$ cat config.mk
export PLATFORM = sky130hd
export DESIGN_NAME = dkpf_bound
export DESIGN_NICKNAME = d
export VERILOG_FILES = /design/src/hw/rtl/dkpf_pkg.sv /design/src/hw/rtl/dkpf_bound.sv
export SDC_FILE = /design/constraint.sdc
export NUM_CORES = 2
export LEC_CHECK = 0
export ABC_AREA = 1
export BUFFER_PORTS_ARGS = -buffer_cell sky130_fd_sc_hd__buf_2
export CORE_ASPECT_RATIO = 1.1
export CORE_UTILIZATION = 55
export CTS_CLUSTER_SIZE = 28
export DETAILED_ROUTE_END_ITERATION = 8
export HOLD_SLACK_MARGIN = 0.08
export PLACE_DENSITY = 0.74
export SLEW_MARGIN = 25
export SYNTH_ARGS = -nofsm -noshare
export SYNTH_HDL_FRONTEND = slang
export SYNTH_SLANG_ARGS = --single-unit
$ cat constraint.sdc
create_clock -name i_clk -period 7.4 [get_ports i_clk]
set_clock_uncertainty 0.05 [all_clocks]
set_input_delay 1.48 -clock i_clk [delete_from_list [all_inputs] [get_ports i_clk]]
set_output_delay 1.48 -clock i_clk [all_outputs]
set_load 0.1 [all_outputs]
$ cat src/hw/rtl/dkpf_pkg.sv
// dkpf_pkg: shared types, constants and states of the 4-mer profile filter.
// Used by all modules under hw/rtl; no dependencies.
`timescale 1ns / 1ps
package dkpf_pkg;
    localparam int TABLE_ENTRIES = 256;
    localparam int COUNT_BITS = 16;
    localparam logic [1:0] CODE_MASK = 2'h3;
    localparam logic [7:0] CELL_MAX = 8'd255;

    // Request function codes.
    localparam logic FN_CHAR = 1'b0;
    localparam logic FN_CMP  = 1'b1;

    typedef struct packed {
        logic        func;
        logic        bank;
        logic [7:0]  symbol;
        logic        last;
        logic [15:0] ref_len;
        logic [15:0] lcs_min;
    } t_req;

    typedef struct packed {
        logic [15:0] word_count;
        logic [15:0] overflow_count;
        logic [16:0] shared_count;
        logic [15:0] needed_count;
        logic        pass;
    } t_rsp;

    typedef enum logic [2:0] {
        ST_INIT, ST_IDLE, ST_CLEAR, ST_BUMP, ST_SCAN, ST_BOUND, ST_DONE
    } t_state;

    typedef enum logic [1:0] {
        BD_IDLE, BD_DIV, BD_MUL, BD_OUT
    } t_bnd_state;

    // Request to the bound unit and its answer.
    typedef struct packed {
        logic        start;
        logic [15:0] ref_len;
        logic [15:0] lcs_min;
    } t_bnd_req;

    typedef struct packed {
        logic        done;
        logic [15:0] needed;
    } t_bnd_rsp;
endpackage

$ cat src/hw/rtl/dkpf_bound.sv
// dkpf_bound: integer LCS word bound, with a shift-subtract divider.
// Depends on dkpf_pkg.
`timescale 1ns / 1ps
module dkpf_bound (
    input  logic              i_clk,
    input  logic              i_rst_n,
    input  dkpf_pkg::t_bnd_req i_req,
    output dkpf_pkg::t_bnd_rsp o_rsp
);
    dkpf_pkg::t_bnd_state r_st, n_st;
    logic [4:0]  r_cnt;
    logic [16:0] r_frags;
    logic [15:0] r_quo;
    logic [17:0] r_rem;
    logic [15:0] r_lcs;
    logic [33:0] r_pa, r_pb;
    logic [15:0] r_need;
    logic [17:0] n_rem;
    logic [15:0] s_a, s_b;
    logic [16:0] s_fr;
    logic [34:0] s_sum;

    assign n_rem = {r_rem[16:0], r_lcs[15]};
    assign s_a   = (r_quo > 16'd2) ? r_quo - 16'd2 : 16'd0;
    assign s_b   = (r_quo > 16'd3) ? r_quo - 16'd3 : 16'd0;
    assign s_fr  = r_frags - r_rem[16:0];
    assign s_sum = {1'b0, r_pa} + {1'b0, r_pb};

    always_comb begin
        n_st = r_st;
        case (r_st)
            dkpf_pkg::BD_IDLE: if (i_req.start) n_st = dkpf_pkg::BD_DIV;
            dkpf_pkg::BD_DIV:  if (r_cnt == 5'd1) n_st = dkpf_pkg::BD_MUL;
            dkpf_pkg::BD_MUL:  n_st = dkpf_pkg::BD_OUT;
            dkpf_pkg::BD_OUT:  n_st = dkpf_pkg::BD_IDLE;
            default: n_st = dkpf_pkg::BD_IDLE;
        endcase
    end

    always_ff @(posedge i_clk) begin
        if (!i_rst_n) r_st <= dkpf_pkg::BD_IDLE;
        else          r_st <= n_st;
    end

    always_ff @(posedge i_clk) begin
        case (r_st)
            dkpf_pkg::BD_IDLE: if (i_req.start) begin
                r_frags <= {i_req.ref_len - i_req.lcs_min, 1'b1};
                r_lcs   <= i_req.lcs_min;
                r_rem   <= '0;
                r_quo   <= '0;
                r_cnt   <= 5'd16;
            end
            dkpf_pkg::BD_DIV: begin
                // one quotient bit per cycle
                r_lcs <= {r_lcs[14:0], 1'b0};
                if (n_rem >= {1'b0, r_frags}) begin
                    r_rem <= n_rem - {1'b0, r_frags};
                    r_quo <= {r_quo[14:0], 1'b1};
                end else begin
                    r_rem <= n_rem;
                    r_quo <= {r_quo[14:0], 1'b0};
                end
                r_cnt <= r_cnt - 5'd1;
            end
            dkpf_pkg::BD_MUL: begin
                r_pa <= {1'b0, s_a} * r_rem[16:0];
                r_pb <= {1'b0, s_b} * s_fr;
            end
            dkpf_pkg::BD_OUT: begin
                r_need <= (s_sum > 35'hFFFF) ? 16'hFFFF : s_sum[15:0];
            end
            default: ;
        endcase
    end

    logic r_done;
    always_ff @(posedge i_clk) begin
        if (!i_rst_n) r_done <= 1'b0;
        else          r_done <= (r_st == dkpf_pkg::BD_OUT);
    end
    assign o_rsp.done   = r_done;
    assign o_rsp.needed = r_need;
endmodule

[Word level (Yosys, flattened, before mapping)]
Cells that the tools add are included.
Operators by class
  reduce and logical (&&, ||, !) cells: 5
  equal/unequal tests: 6
  multiply operators: 2
  mux-type cells: 15
  $lt $le $gt $ge: 4
  add/subtract/negate cells: 7
Operators with widths (number)
  $mul A16 B17 Y33: 2
  $mux W16: 4
  $pmux W16 S2: 2
  $add A33 B33 Y34: 1
  $gt A34 B16 Y1 const B: 1
  $mux W17: 2
  $pmux W17 S2: 1
  $sub A17 B17 Y17: 2
  $gt A16 B2 Y1 const B: 2
  $sub A16 B2 Y16 const B: 2
  $ge A18 B17 Y1: 1
  $sub A16 B16 Y16: 1
  $pmux W5 S2: 1
  $pmux W2 S4: 1
  $reduce_and A2 Y1: 3
  $eq A5 B1 Y1 const B: 1
  $mux W5: 1
  $sub A5 B1 Y5 const B: 1
  $eq A2 B2 Y1 const B: 2
  $mux W2: 2
  $ne A2 B2 Y1 const B: 2
  $eq A2 B1 Y1 const B: 1
  $logic_not A2 Y1: 1
  $reduce_bool A2 Y1: 1
  $mux W1: 1
Storage, ports and cells
  output and inout bits: 17
  bits in registers: 155
  input port bits: 35

[Logic depth before layout (Yosys ltp)]
  depth after elaboration: 3
  mapped depth: 37
  depth with buffers taken out: 35

[Worst setup path before layout]
Ideal clock, no wire load.
  path kind: register to register
  start: register r_rem[4]
  end: register r_pb[29], data pin
  setup slack: 277 ps
  data required time: 7088 ps
  clock period less this slack: 7123 ps
  data arrival time: 6810 ps
  library setup time: 262 ps
  cell stages (with the launch flop): 36
  path buffers: 3
  cells stage by stage: edfxtp_1 > clkbuf_1 > inv_1 > clkbuf_1 > ha_1 > a21oi_1 > nand2_1 > nand2_1 > o211ai_2 > a21oi_2 > inv_1 > nand2_1 > nand2_1 > or2_0 > nand2_2 > inv_1 > buf_2 > nand2_1 > fa_1 > fa_1 > fa_1 > inv_1 > fa_1 > fa_1 > inv_1 > fa_1 > inv_1 > ha_1 > nand2_1 > o21ai_0 > inv_1 > o21ai_0 > nand2_1 > nand3_1 > a21oi_1 > xor2_1
Between the ends
  longest elaborated chain between the ends: 2
RTL lines
  start: declaration: RTL line dkpf_bound.sv:14  | logic [17:0] r_rem;
  start signal: assignment: RTL line dkpf_bound.sv:58  | r_rem <= n_rem - {1'b0, r_frags};
  start signal: assignment: RTL line dkpf_bound.sv:61  | r_rem <= n_rem;
  $sub A17 B17 Y17: RTL line dkpf_bound.sv:26  | assign s_fr = r_frags - r_rem[16:0];
  $mul A16 B17 Y33: RTL line dkpf_bound.sv:68  | r_pb <= {1'b0, s_b} * s_fr;
  end signal: assignment: RTL line dkpf_bound.sv:68
  end: declaration: RTL line dkpf_bound.sv:16  | logic [33:0] r_pa, r_pb;
Every way passes these cells.
A chain may end at the register's enable or synchronous reset.

[Worst setup path in the final report]
  start: register r_frags[1]
  end: register r_pb[24], data pin
Between the ends
  longest elaborated chain between the ends: 2
RTL lines
  start: declaration: RTL line dkpf_bound.sv:12  | logic [16:0] r_frags;
  start signal: assignment: RTL line dkpf_bound.sv:48  | r_frags <= {i_req.ref_len - i_req.lcs_min, 1'b1};
  $sub A17 B17 Y17: RTL line dkpf_bound.sv:26
  $mul A16 B17 Y33: RTL line dkpf_bound.sv:68
Every way passes these cells.

==> reports/metrics.cfg <==
[worst_setup_path]
cp_max_fo = 4
worst_ep_required_time_ns = 7.57
criticalPathCategory = reg2reg
reg2reg_depth = 35
max_stage_delay_ns = 0.55
slowest_stage = fa_1
crit_path_end_kind = register
cp.arrival_ns = 7.38
worstSetupStartpointType = register

[sta]
rsz0062_at_grt = yes
fin_ws_ns = 0.1924
fmax_mhz = 138.7
finalCritPeriodShare_pct = 97.40
tightest_slew_ns = 1.121
slew_violations = 0
slew_headroom_pct = 25.27
period_needed_ns = 7.208
finalSetupViolations = 0
hold_violations = 0

[logic_synthesis]
synthArstFlopShare_pct = 0
netlist_top_cells_area = fa_1 29%, edfxtp_1 16%, ha_1 13%
yosysUniqueCellTypes = 52
seq_area_frac_synth_pct = 15.91
synth_nets = 4447
yosys_warnings = 0
syn_inst = 3692
synth_seq_cells = 155
yosys.cell_count.top_type = inv_1
synth_edf_count = 152
syn_area_mm2 = 0.02906
synth_top_area_cell = fa_1
synth_ff_type = edfxtp_1
synth_common_cells = 865 x inv_1, 798 x nand2_1, 420 x fa_1, 416 x nor2_1, 300 x ha_1
synth_top_area_share_pct = 28.94
syn_avg_cell_area_um2 = 7.870

[route]
drc_errors = 0
wl_um = 82020
drtAntennaViolNets = 0
vias = 24560
viasPerCell = 5.409
drtIter0Drc = 1842
drtPass1Iterations = 5
wl_per_cell_um = 18.07

[placed_design]
place.detailed.hpwl_um = 69190
place_ws_ns = 0.01158
gp_congestion = 1.029
port_buffers = 51

[min_path]
hold_depth = 2
hold_path_class = reg2reg

[floorplan]
die_w_um = 221.2
fp.dieArea_mm2 = 0.05376
io_pins = 52
initial_core_util_pct = 56.20
die_h_um = 243.1
row_count = 87
core_mm2 = 0.05171

[global_route]
grtUsageTotal_pct = 31.58
grt_max_degree = 67
grt_overflow_total = 0
antenna_found_initial = 0
grt_pass1_wl_um = 130600
first_global_vias = 25110

[clock_tree]
clock_path_buffers = 2
cts_tree = yes
cts-root-buf = clkbuf_16
cts_made_buffers = 17
cts_sinks = 155
cts.htree.levels = 4
clkTransAtPathRegs_ns = 0.06
clk_latency_ns = 0.48

[cells_and_area]
area_growth_pct = 10.46
antenna_cells = 0
final.fill_count = 4543
drive_gt1_share_pct = 10.79
final_nets = 4616
regArea_mm2 = 0.004624
multiInputGateArea_mm2 = 0.02114

[run]
cap_violations = 0

[status]
status = finished, final reports clean

==> worst max-delay path: cells and delay by family (launching register included) <==
kind,cells,cell delay (ns)
adder cells (fa/ha/maj),9,3.60
buffers and inverters,10,1.02
AND/OR/NAND/NOR,10,0.94
AO/OA/AOI/OAI,5,0.80
flip-flops,1,0.41
XOR/XNOR,1,0.13
==> cells in the final DEF (no fill, tap or decap), types with 30 or more instances in the layout <==
cell	count
o21ai_0	79
fa_1	410
xor2_1	68
nand4_1	38
buf_4	171
xnor2_1	43
a21oi_1	128
inv_1	852
ha_1	285
edfxtp_1	152
nand2_2	30
nor2_1	406
buf_2	51
nand2_1	782
nand3_1	100
==> sequential cells by signal (all words and copies together) (netlist names) <==
name	flops
r_cnt	5
r_done	1
r_frags	16
r_lcs	16
r_need	16
r_pa	33
r_pb	33
r_quo	16
r_rem	17
r_st	2
==> final timing paths <==
check | start | endpoint | slack, ns
setup / recovery | r_frags[1]$_DFFE_PP_ | r_pb[24]$_DFFE_PP_ | 0.19
hold / removal | r_lcs[11]$_DFFE_PP_ | r_lcs[12]$_DFFE_PP_ | 0.48
setup reg to reg | r_frags[1]$_DFFE_PP_ | r_pb[24]$_DFFE_PP_ | 0.19
hold reg to reg | r_lcs[11]$_DFFE_PP_ | r_lcs[12]$_DFFE_PP_ | 0.48
==> kinds of logic (layout without fill, tap and decap cells) <==
logic type / Yosys count / in the layout / synth area share, %
fa+ha+maj: 720 / 720 / 41.85
compound gates: 290 / 290 / 5.619
flops: 155 / 155 / 15.91
buf+inv: 965 / 1146 / 12.74
xor+xnor: 112 / 112 / 3.376
simple gates: 1450 / 1450 / 20.50
==> per-stage QoR <==
step	instance area (um2)	setup TNS, ns	std cells	util (%)	hold slack (ns)
detailed placement	30990	0	4493	59.94	0.4721
CTS	31560	0	4524	61.03	0.4869
global route	32100	-0.7504	4540	62.08	0.5272
floorplan	29060	0	3692	-	0.4443
global placement	30990	0	4493	59.94	0.4644
finish	32100	0	4540	62.08	0.4848
==> what timing repair did <==
action                                  in CTS  in global routing
resized for setup                            1                108
setup buffers                                0                 16
pin swaps                                    0                 44
hold buffers                                 0                  0
endpoints found under the setup margin       2                 32
==> layout make-up <==
class | instances | area share (%)
multi-input cells | 2572 | 65.87
flip-flops and latches | 155 | 14.41
inverters | 889 | 10.43
repair buffers | 226 | 4.935
well taps | 667 | 2.600
clock buffers | 18 | 1.337
clock inverters | 13 | 0.4171
==> per-layer routing <==
metal | GRT usage [%] | share of wire, %
met1 | 37.55 | 39
met2 | 54.21 | 48
met3 | 5.750 | 7.6
met4 | 17.15 | 5.6
met5 | 0 | 0
Power is not shown: default switching activity piles up to over one toggle a cycle in this logic, so the estimate is an artifact.
