===== src/hw/rtl/dkpf_pkg.sv =====
// dkpf_pkg: shared types, constants and states of the 4-mer profile filter.
// Used by all modules under hw/rtl; no dependencies.
`timescale 1ns / 1ps
package dkpf_pkg;
    localparam int TABLE_ENTRIES = 256;
    localparam int COUNT_BITS = 16;
    localparam logic [1:0] CODE_MASK = 2'h3;
    localparam logic [7:0] CELL_MAX = 8'd255;

    // Request function codes.
    localparam logic FN_CHAR = 1'b0;
    localparam logic FN_CMP  = 1'b1;

    typedef struct packed {
        logic        func;
        logic        bank;
        logic [7:0]  symbol;
        logic        last;
        logic [15:0] ref_len;
        logic [15:0] lcs_min;
    } t_req;

    typedef struct packed {
        logic [15:0] word_count;
        logic [15:0] overflow_count;
        logic [16:0] shared_count;
        logic [15:0] needed_count;
        logic        pass;
    } t_rsp;

    typedef enum logic [2:0] {
        ST_INIT, ST_IDLE, ST_CLEAR, ST_BUMP, ST_SCAN, ST_BOUND, ST_DONE
    } t_state;

    typedef enum logic [1:0] {
        BD_IDLE, BD_DIV, BD_MUL, BD_OUT
    } t_bnd_state;

    // Request to the bound unit and its answer.
    typedef struct packed {
        logic        start;
        logic [15:0] ref_len;
        logic [15:0] lcs_min;
    } t_bnd_req;

    typedef struct packed {
        logic        done;
        logic [15:0] needed;
    } t_bnd_rsp;
endpackage


===== src/hw/rtl/dkpf_table.sv =====
// dkpf_table: 512 x 8 count memory, one write and one registered read port.
// Depends on dkpf_pkg.
`timescale 1ns / 1ps
module dkpf_table #(
    parameter int ENTRIES = dkpf_pkg::TABLE_ENTRIES
) (
    input  logic                         i_clk,
    input  logic                         i_we,
    input  logic [$clog2(2*ENTRIES)-1:0] i_waddr,
    input  logic [7:0]                   i_wdata,
    input  logic [$clog2(2*ENTRIES)-1:0] i_raddr,
    output logic [7:0]                   o_rdata
);
    logic [7:0] r_mem [2*ENTRIES];
    always_ff @(posedge i_clk) begin
        if (i_we) r_mem[i_waddr] <= i_wdata;
        o_rdata <= r_mem[i_raddr];
    end
endmodule

===== config.mk =====
export PLATFORM = sky130hd
export DESIGN_NAME = dkpf_table
export DESIGN_NICKNAME = d
export VERILOG_FILES = /design/src/hw/rtl/dkpf_pkg.sv /design/src/hw/rtl/dkpf_table.sv
export SDC_FILE = /design/constraint.sdc
export NUM_CORES = 2
export LEC_CHECK = 0
export BUFFER_PORTS_ARGS = -buffer_cell sky130_fd_sc_hd__buf_4
export CELL_PAD_IN_SITES_DETAIL_PLACEMENT = 1
export CELL_PAD_IN_SITES_GLOBAL_PLACEMENT = 1
export CORE_MARGIN = 4
export CORE_UTILIZATION = 40
export DETAILED_ROUTE_END_ITERATION = 8
export HOLD_SLACK_MARGIN = 0.1
export PLACE_DENSITY = 0.57
export REMOVE_ABC_BUFFERS = 1
export SYNTH_ARGS = -nofsm -noshare
export SYNTH_HDL_FRONTEND = slang
export SYNTH_SLANG_ARGS = --single-unit

===== constraint.sdc =====
create_clock -name i_clk -period 5.3 [get_ports i_clk]
set_clock_uncertainty 0.2 [all_clocks]
set_input_delay 0.795 -clock i_clk [delete_from_list [all_inputs] [get_ports i_clk]]
set_output_delay 0.795 -clock i_clk [all_outputs]
set_load 0.01 [all_outputs]

# Word-level counts from Yosys, hierarchy flattened
# Memories as Yosys holds them, arrays and structs flattened. A register that Yosys moved wholly into a read port is not among the register bits.
# Index checks and enable logic that the tools add are counted.
# word_totals
mem_count,1
ff_bits,0
ram_bits,4096
in_bits,28
word_cells,3
# classes
n_mux,2
# mem_list
memory,words,width,read_ports,rd_clocked_by_memory_dff,write_ports,line,text
r_mem,512,8,1,1,1,dkpf_table.sv:14,logic [7:0] r_mem [2*ENTRIES];
# op_table
operator,count
2-to-1 mux 1 bit,2

# Logic depth before layout (Yosys ltp)
# logic_depth
ltp_word,2
mapped_depth,12

# Worst setup path after synthesis
# No wires, ideal clock.
# synth_timing
kind,input -> register
from,input port i_raddr[0]
to,register o_rdata[0] (read register of r_mem)
arrival_ns,2.649
setup_slack_ns,2.333
stages,10
cell_sequence,buf_4 > buf_12 > buf_12 > buf_2 > mux4_2 > o21ai_0 > nand3_1 > nand4_1 > o21ai_0 > o2111a_1
# synth_rtl
item,line,text
from (decl),dkpf_table.sv:11,"input logic [$clog2(2*ENTRIES)-1:0] i_raddr,"
to (decl),dkpf_table.sv:12,output logic [7:0] o_rdata

==> results.json <==
{
  "maxSlewViolCount": 0,
  "dpl.hpwl_um": 285000,
  "syn-instance-count": 8030,
  "post_route_cells_drive_above_1_share_pct": 19.5,
  "critical-path-slowest-cell": "sky130_fd_sc_hd__nor4_1",
  "endpoint": "o_rdata[4]$_DFF_P_",
  "sequence_of_cells_on_the_critical_path": "buf_8, nand2b_4, buf_12, o221ai_1, a21oi_1, nor4_1, buf_4, nand4_1, nor4_1, o2111a_1",
  "cts.sink_count": 4104,
  "timing.final.setup_violations": 0,
  "netlist_top_cells_area": "sky130_fd_sc_hd__edfxtp_1, sky130_fd_sc_hd__mux4_2, sky130_fd_sc_hd__mux2i_1",
  "final.period_utilization_pct": 79.8,
  "post_drt_wl_per_cell_um": 33.0,
  "endpoints_failing_hold": 0,
  "initial_core_util_pct": 40.3,
  "grt_antenna_before_repair": 18,
  "power.share.switching_pct": 21.9,
  "floorplan.die.width_um": 640,
  "wl_um": 461000,
  "critical_path_required_ns": 6.02,
  "worstReg2RegStart": "r_mem[272][4]$_DFFE_PP_",
  "netlist_cell_types": 51,
  "max_slew.worst_pin.slew_ns": 1.34,
  "cts_root_buffer": "sky130_fd_sc_hd__clkbuf_16",
  "std_cell_rows": 231,
  "h-tree-depth": 5,
  "global_route.usage.total_pct": 22.1,
  "ir_drop_mv": 0.265,
  "tritoncts_clock_tree": "done",
  "synth_seq_cells": 4104,
  "critical_path_maximum_fanout": 72,
  "cts-root-to-sink-buffers": 4,
  "post-route-drc-count": 0,
  "post_synth.cell_area_avg_um2": 19.9,
  "grt_max_degree": 161,
  "die-area_um2": 410000,
  "synth-async-reset-ratio_pct": 0,
  "critical_path.startpoint": "i_raddr[1]",
  "synth.top_cell.area_share_pct": 76.9,
  "placement.io_buffers": 35,
  "grt_pass1_vias": 85200,
  "ff2ff_setup_slack_ns": 1.48,
  "critical_path.startpoint_type": "input port",
  "class_of_the_worst_hold_path": "in -> reg",
  "first_iter_violations": 8326,
  "max-cap-violations": 0,
  "fill_cell_instance_count_of_the_final_layout": 36600,
  "intPower_mw": 53.7,
  "clkSlewWorstSetupHoldPaths_ns": 0.06,
  "net_switching_power_of_the_design_mw": 15.0,
  "gpl.final_weighted_congestion": 0.849,
  "status": "finished clean",
  "global_route.overflow_total": 0,
  "largest_area_contributor_in_the_synthesized_netlist": "sky130_fd_sc_hd__edfxtp_1",
  "area_of_the_core_um2": 397000,
  "setup_slack_ns": 1.07,
  "power.static_leakage_nw": 57.4,
  "floorplan.io_pins": 36,
  "grt_first_pass_wirelength_um": 655000,
  "synth_edf_count": 4096,
  "timing.slew.headroom_pct": 9.51,
  "firstDrtPassIters": 6,
  "share_clk_of_total_power_pct": 43.0,
  "worst_skew_pair.late_latency_ns": 0.99,
  "pre_cts_ws_ns": 0.134,
  "sequentialPowerShare_pct": 52.1,
  "p_per_area_nw_per_um2": 378,
  "crit_path_end_kind": "flop",
  "finalCriticalPeriod_ns": 4.23,
  "worst_hold_slack_ns": 0.138,
  "crit_path_top_cell_by_count": "sky130_fd_sc_hd__nor4_1",
  "fmaxAchievable_mhz": 236,
  "finalNetCount": 8395,
  "synth.yosys.warnings": 0,
  "via_per_inst": 5.86,
  "criticalPathCategory": "in -> reg",
  "synth-seq-area-share_pct": 77.0,
  "layout-area-overhead-vs-synth_pct": 13.6,
  "final_antenna_net_count": 0,
  "slowest_delay_ns": 0.97,
  "reg2regPathDepth": 8,
  "cts_resized": 0,
  "arrival_ns": 4.95,
  "synthesized_area_um2": 160000,
  "synthFlopType": "sky130_fd_sc_hd__edfxtp_1",
  "timing.rr.end": "o_rdata[4]$_DFF_P_",
  "detailroute.via_count": 81800,
  "cts_inserted_buffers": 429,
  "grt_setup_unrepaired": "false",
  "combinationalPowerShare_pct": 4.9,
  "die_height_um": 640
}
[registers in the layout, summed over array words and instances, names as in the netlist]
signal / cells
o_rdata: 8
r_mem: 4096
[how the worst min path moves through the flow]
| stage | startpoint | endpoint | slack [ns] | cells after the start |
|---|---|---|---|---|
| after detailed placement | r_mem[40][6]$_DFFE_PP_ | o_rdata[6]$_DFF_P_ | 1.02 | 5 |
| after global routing | i_wdata[3] | r_mem[308][3]$_DFFE_PP_ | 0.16 | 1 |
| final | i_wdata[3] | r_mem[308][3]$_DFFE_PP_ | 0.14 | 1 |
| after floorplan | i_wdata[0] | r_mem[0][0]$_DFFE_PP_ | 0.69 | 0 |
| after CTS | i_wdata[7] | r_mem[19][7]$_DFFE_PP_ | 0.14 | 1 |
| after global placement | r_mem[40][6]$_DFFE_PP_ | o_rdata[6]$_DFF_P_ | 0.93 | 5 |
[cells by family after synthesis]
group | count (synthesis) | synth area share [%]
DFF | 4104 | 77.0
muxes | 1451 | 14.2
and+or+nand+nor | 980 | 2.63
AOI/OAI and AO/OA | 979 | 4.31
buffers and inverters | 516 | 1.85
[routing by layer]
metal	global-route usage, %	wire, um	up-vias
li1	-	-	34200
met5	0	41	-
met3	2.60	23500	645
met2	36.1	223000	2574
met1	31.5	200000	44400
met4	6.44	14200	6
[repair_timing]
item / CTS / global route
hold buffers: 5 / 0
buffers inserted: 0 / 0
hold endpoints to repair: 126 / 0
[cell usage in the layout, fill, tap and decap left out, types with 10 or more instances in the layout]
| master | instances |
|---|---|
| sky130_fd_sc_hd__a211oi_1 | 17 |
| sky130_fd_sc_hd__a21oi_1 | 194 |
| sky130_fd_sc_hd__a22oi_1 | 61 |
| sky130_fd_sc_hd__and2_1 | 19 |
| sky130_fd_sc_hd__buf_12 | 80 |
| sky130_fd_sc_hd__buf_4 | 318 |
| sky130_fd_sc_hd__buf_8 | 10 |
| sky130_fd_sc_hd__bufinv_16 | 36 |
| sky130_fd_sc_hd__clkbuf_1 | 90 |
| sky130_fd_sc_hd__clkbuf_16 | 435 |
| sky130_fd_sc_hd__clkinv_1 | 99 |
| sky130_fd_sc_hd__clkinv_2 | 75 |
| sky130_fd_sc_hd__clkinvlp_4 | 19 |
| sky130_fd_sc_hd__edfxtp_1 | 4096 |
| sky130_fd_sc_hd__inv_6 | 11 |
| sky130_fd_sc_hd__mux2i_1 | 797 |
| sky130_fd_sc_hd__mux4_2 | 654 |
| sky130_fd_sc_hd__nand2_1 | 97 |
| sky130_fd_sc_hd__nand2_4 | 12 |
| sky130_fd_sc_hd__nand3_1 | 32 |
| sky130_fd_sc_hd__nand4_1 | 32 |
| sky130_fd_sc_hd__nor2_1 | 596 |
| sky130_fd_sc_hd__nor3_1 | 108 |
| sky130_fd_sc_hd__nor4_1 | 34 |
| sky130_fd_sc_hd__o21ai_0 | 116 |
| sky130_fd_sc_hd__o221ai_1 | 371 |
| sky130_fd_sc_hd__o22ai_1 | 163 |
| sky130_fd_sc_hd__o31ai_1 | 13 |
[through the flow]
step / util, % / std cells / total power, mW / setup TNS, ns / instance area (um^2)
after floorplan: - / 7517 / 37.7 / -34.18 / 157000
after global placement: 42.3 / 13200 / 39.8 / -0.909 / 168000
after detailed placement: 42.3 / 13200 / 39.9 / 0 / 168000
after CTS: 45.7 / 14000 / 69.3 / 0 / 182000
after global routing: 45.7 / 14000 / 70.9 / 0 / 182000
final: 45.7 / 14000 / 68.7 / 0 / 182000
[Yosys cell counts, types with 5 or more instances]
| cell type | instances |
|---|---|
| sky130_fd_sc_hd__o22ai_1 | 163 |
| sky130_fd_sc_hd__nor4_1 | 36 |
| sky130_fd_sc_hd__nor2b_1 | 6 |
| sky130_fd_sc_hd__buf_2 | 57 |
| sky130_fd_sc_hd__or3_1 | 6 |
| sky130_fd_sc_hd__o221ai_1 | 371 |
| sky130_fd_sc_hd__o311ai_0 | 5 |
| sky130_fd_sc_hd__nor3b_1 | 8 |
| sky130_fd_sc_hd__nor2_1 | 597 |
| sky130_fd_sc_hd__nor3_1 | 109 |
| sky130_fd_sc_hd__o2111a_1 | 8 |
| sky130_fd_sc_hd__buf_12 | 5 |
| sky130_fd_sc_hd__and2_1 | 20 |
| sky130_fd_sc_hd__o41ai_1 | 7 |
| sky130_fd_sc_hd__o21ai_0 | 118 |
| sky130_fd_sc_hd__buf_8 | 11 |
| sky130_fd_sc_hd__buf_4 | 70 |
| sky130_fd_sc_hd__dfxtp_1 | 8 |
| sky130_fd_sc_hd__a211oi_1 | 17 |
| sky130_fd_sc_hd__a22oi_1 | 61 |
| sky130_fd_sc_hd__nand3_1 | 36 |
| sky130_fd_sc_hd__buf_6 | 64 |
| sky130_fd_sc_hd__o31ai_1 | 13 |
| sky130_fd_sc_hd__nand4_1 | 32 |
| sky130_fd_sc_hd__edfxtp_1 | 4096 |
| sky130_fd_sc_hd__a21oi_1 | 194 |
| sky130_fd_sc_hd__clkbuf_1 | 265 |
| sky130_fd_sc_hd__mux2i_1 | 797 |
| sky130_fd_sc_hd__nand2_1 | 111 |
| sky130_fd_sc_hd__mux4_2 | 654 |
| sky130_fd_sc_hd__a22o_1 | 5 |
| sky130_fd_sc_hd__buf_1 | 41 |
[area by class of cell]
type | count | area [um^2] | share of cell area (%)
antenna | 5 | 12.5 | 0.00689
clock buffer | 529 | 11300 | 6.21
clock inverter | 257 | 2370 | 1.30
inverter | 3 | 18.8 | 0.0103
multi-input combinational | 3410 | 34000 | 18.7
sequential | 4104 | 123000 | 67.8
tap | 5242 | 6560 | 3.61
timing repair buffer | 419 | 4270 | 2.35
[critical path: cells and delay by family]
family / cells / cell delay (ns)
compound gates: 3 / 0.89
buf+inv: 3 / 0.85
simple gates: 4 / 2.24
[power by group through the flow]
| stage | clock (mW) | sequential (mW) | combinational [mW] |
|---|---|---|---|
| floorplan | 0 | 36.5 | 1.24 |
| global placement | 0 | 36.5 | 3.36 |
| detailed placement | 0 | 36.5 | 3.43 |
| CTS | 30.1 | 35.8 | 3.44 |
| global route | 31.5 | 35.8 | 3.58 |
| finish | 29.5 | 35.8 | 3.40 |
Note: power is estimated with default switching activity, not from simulation.
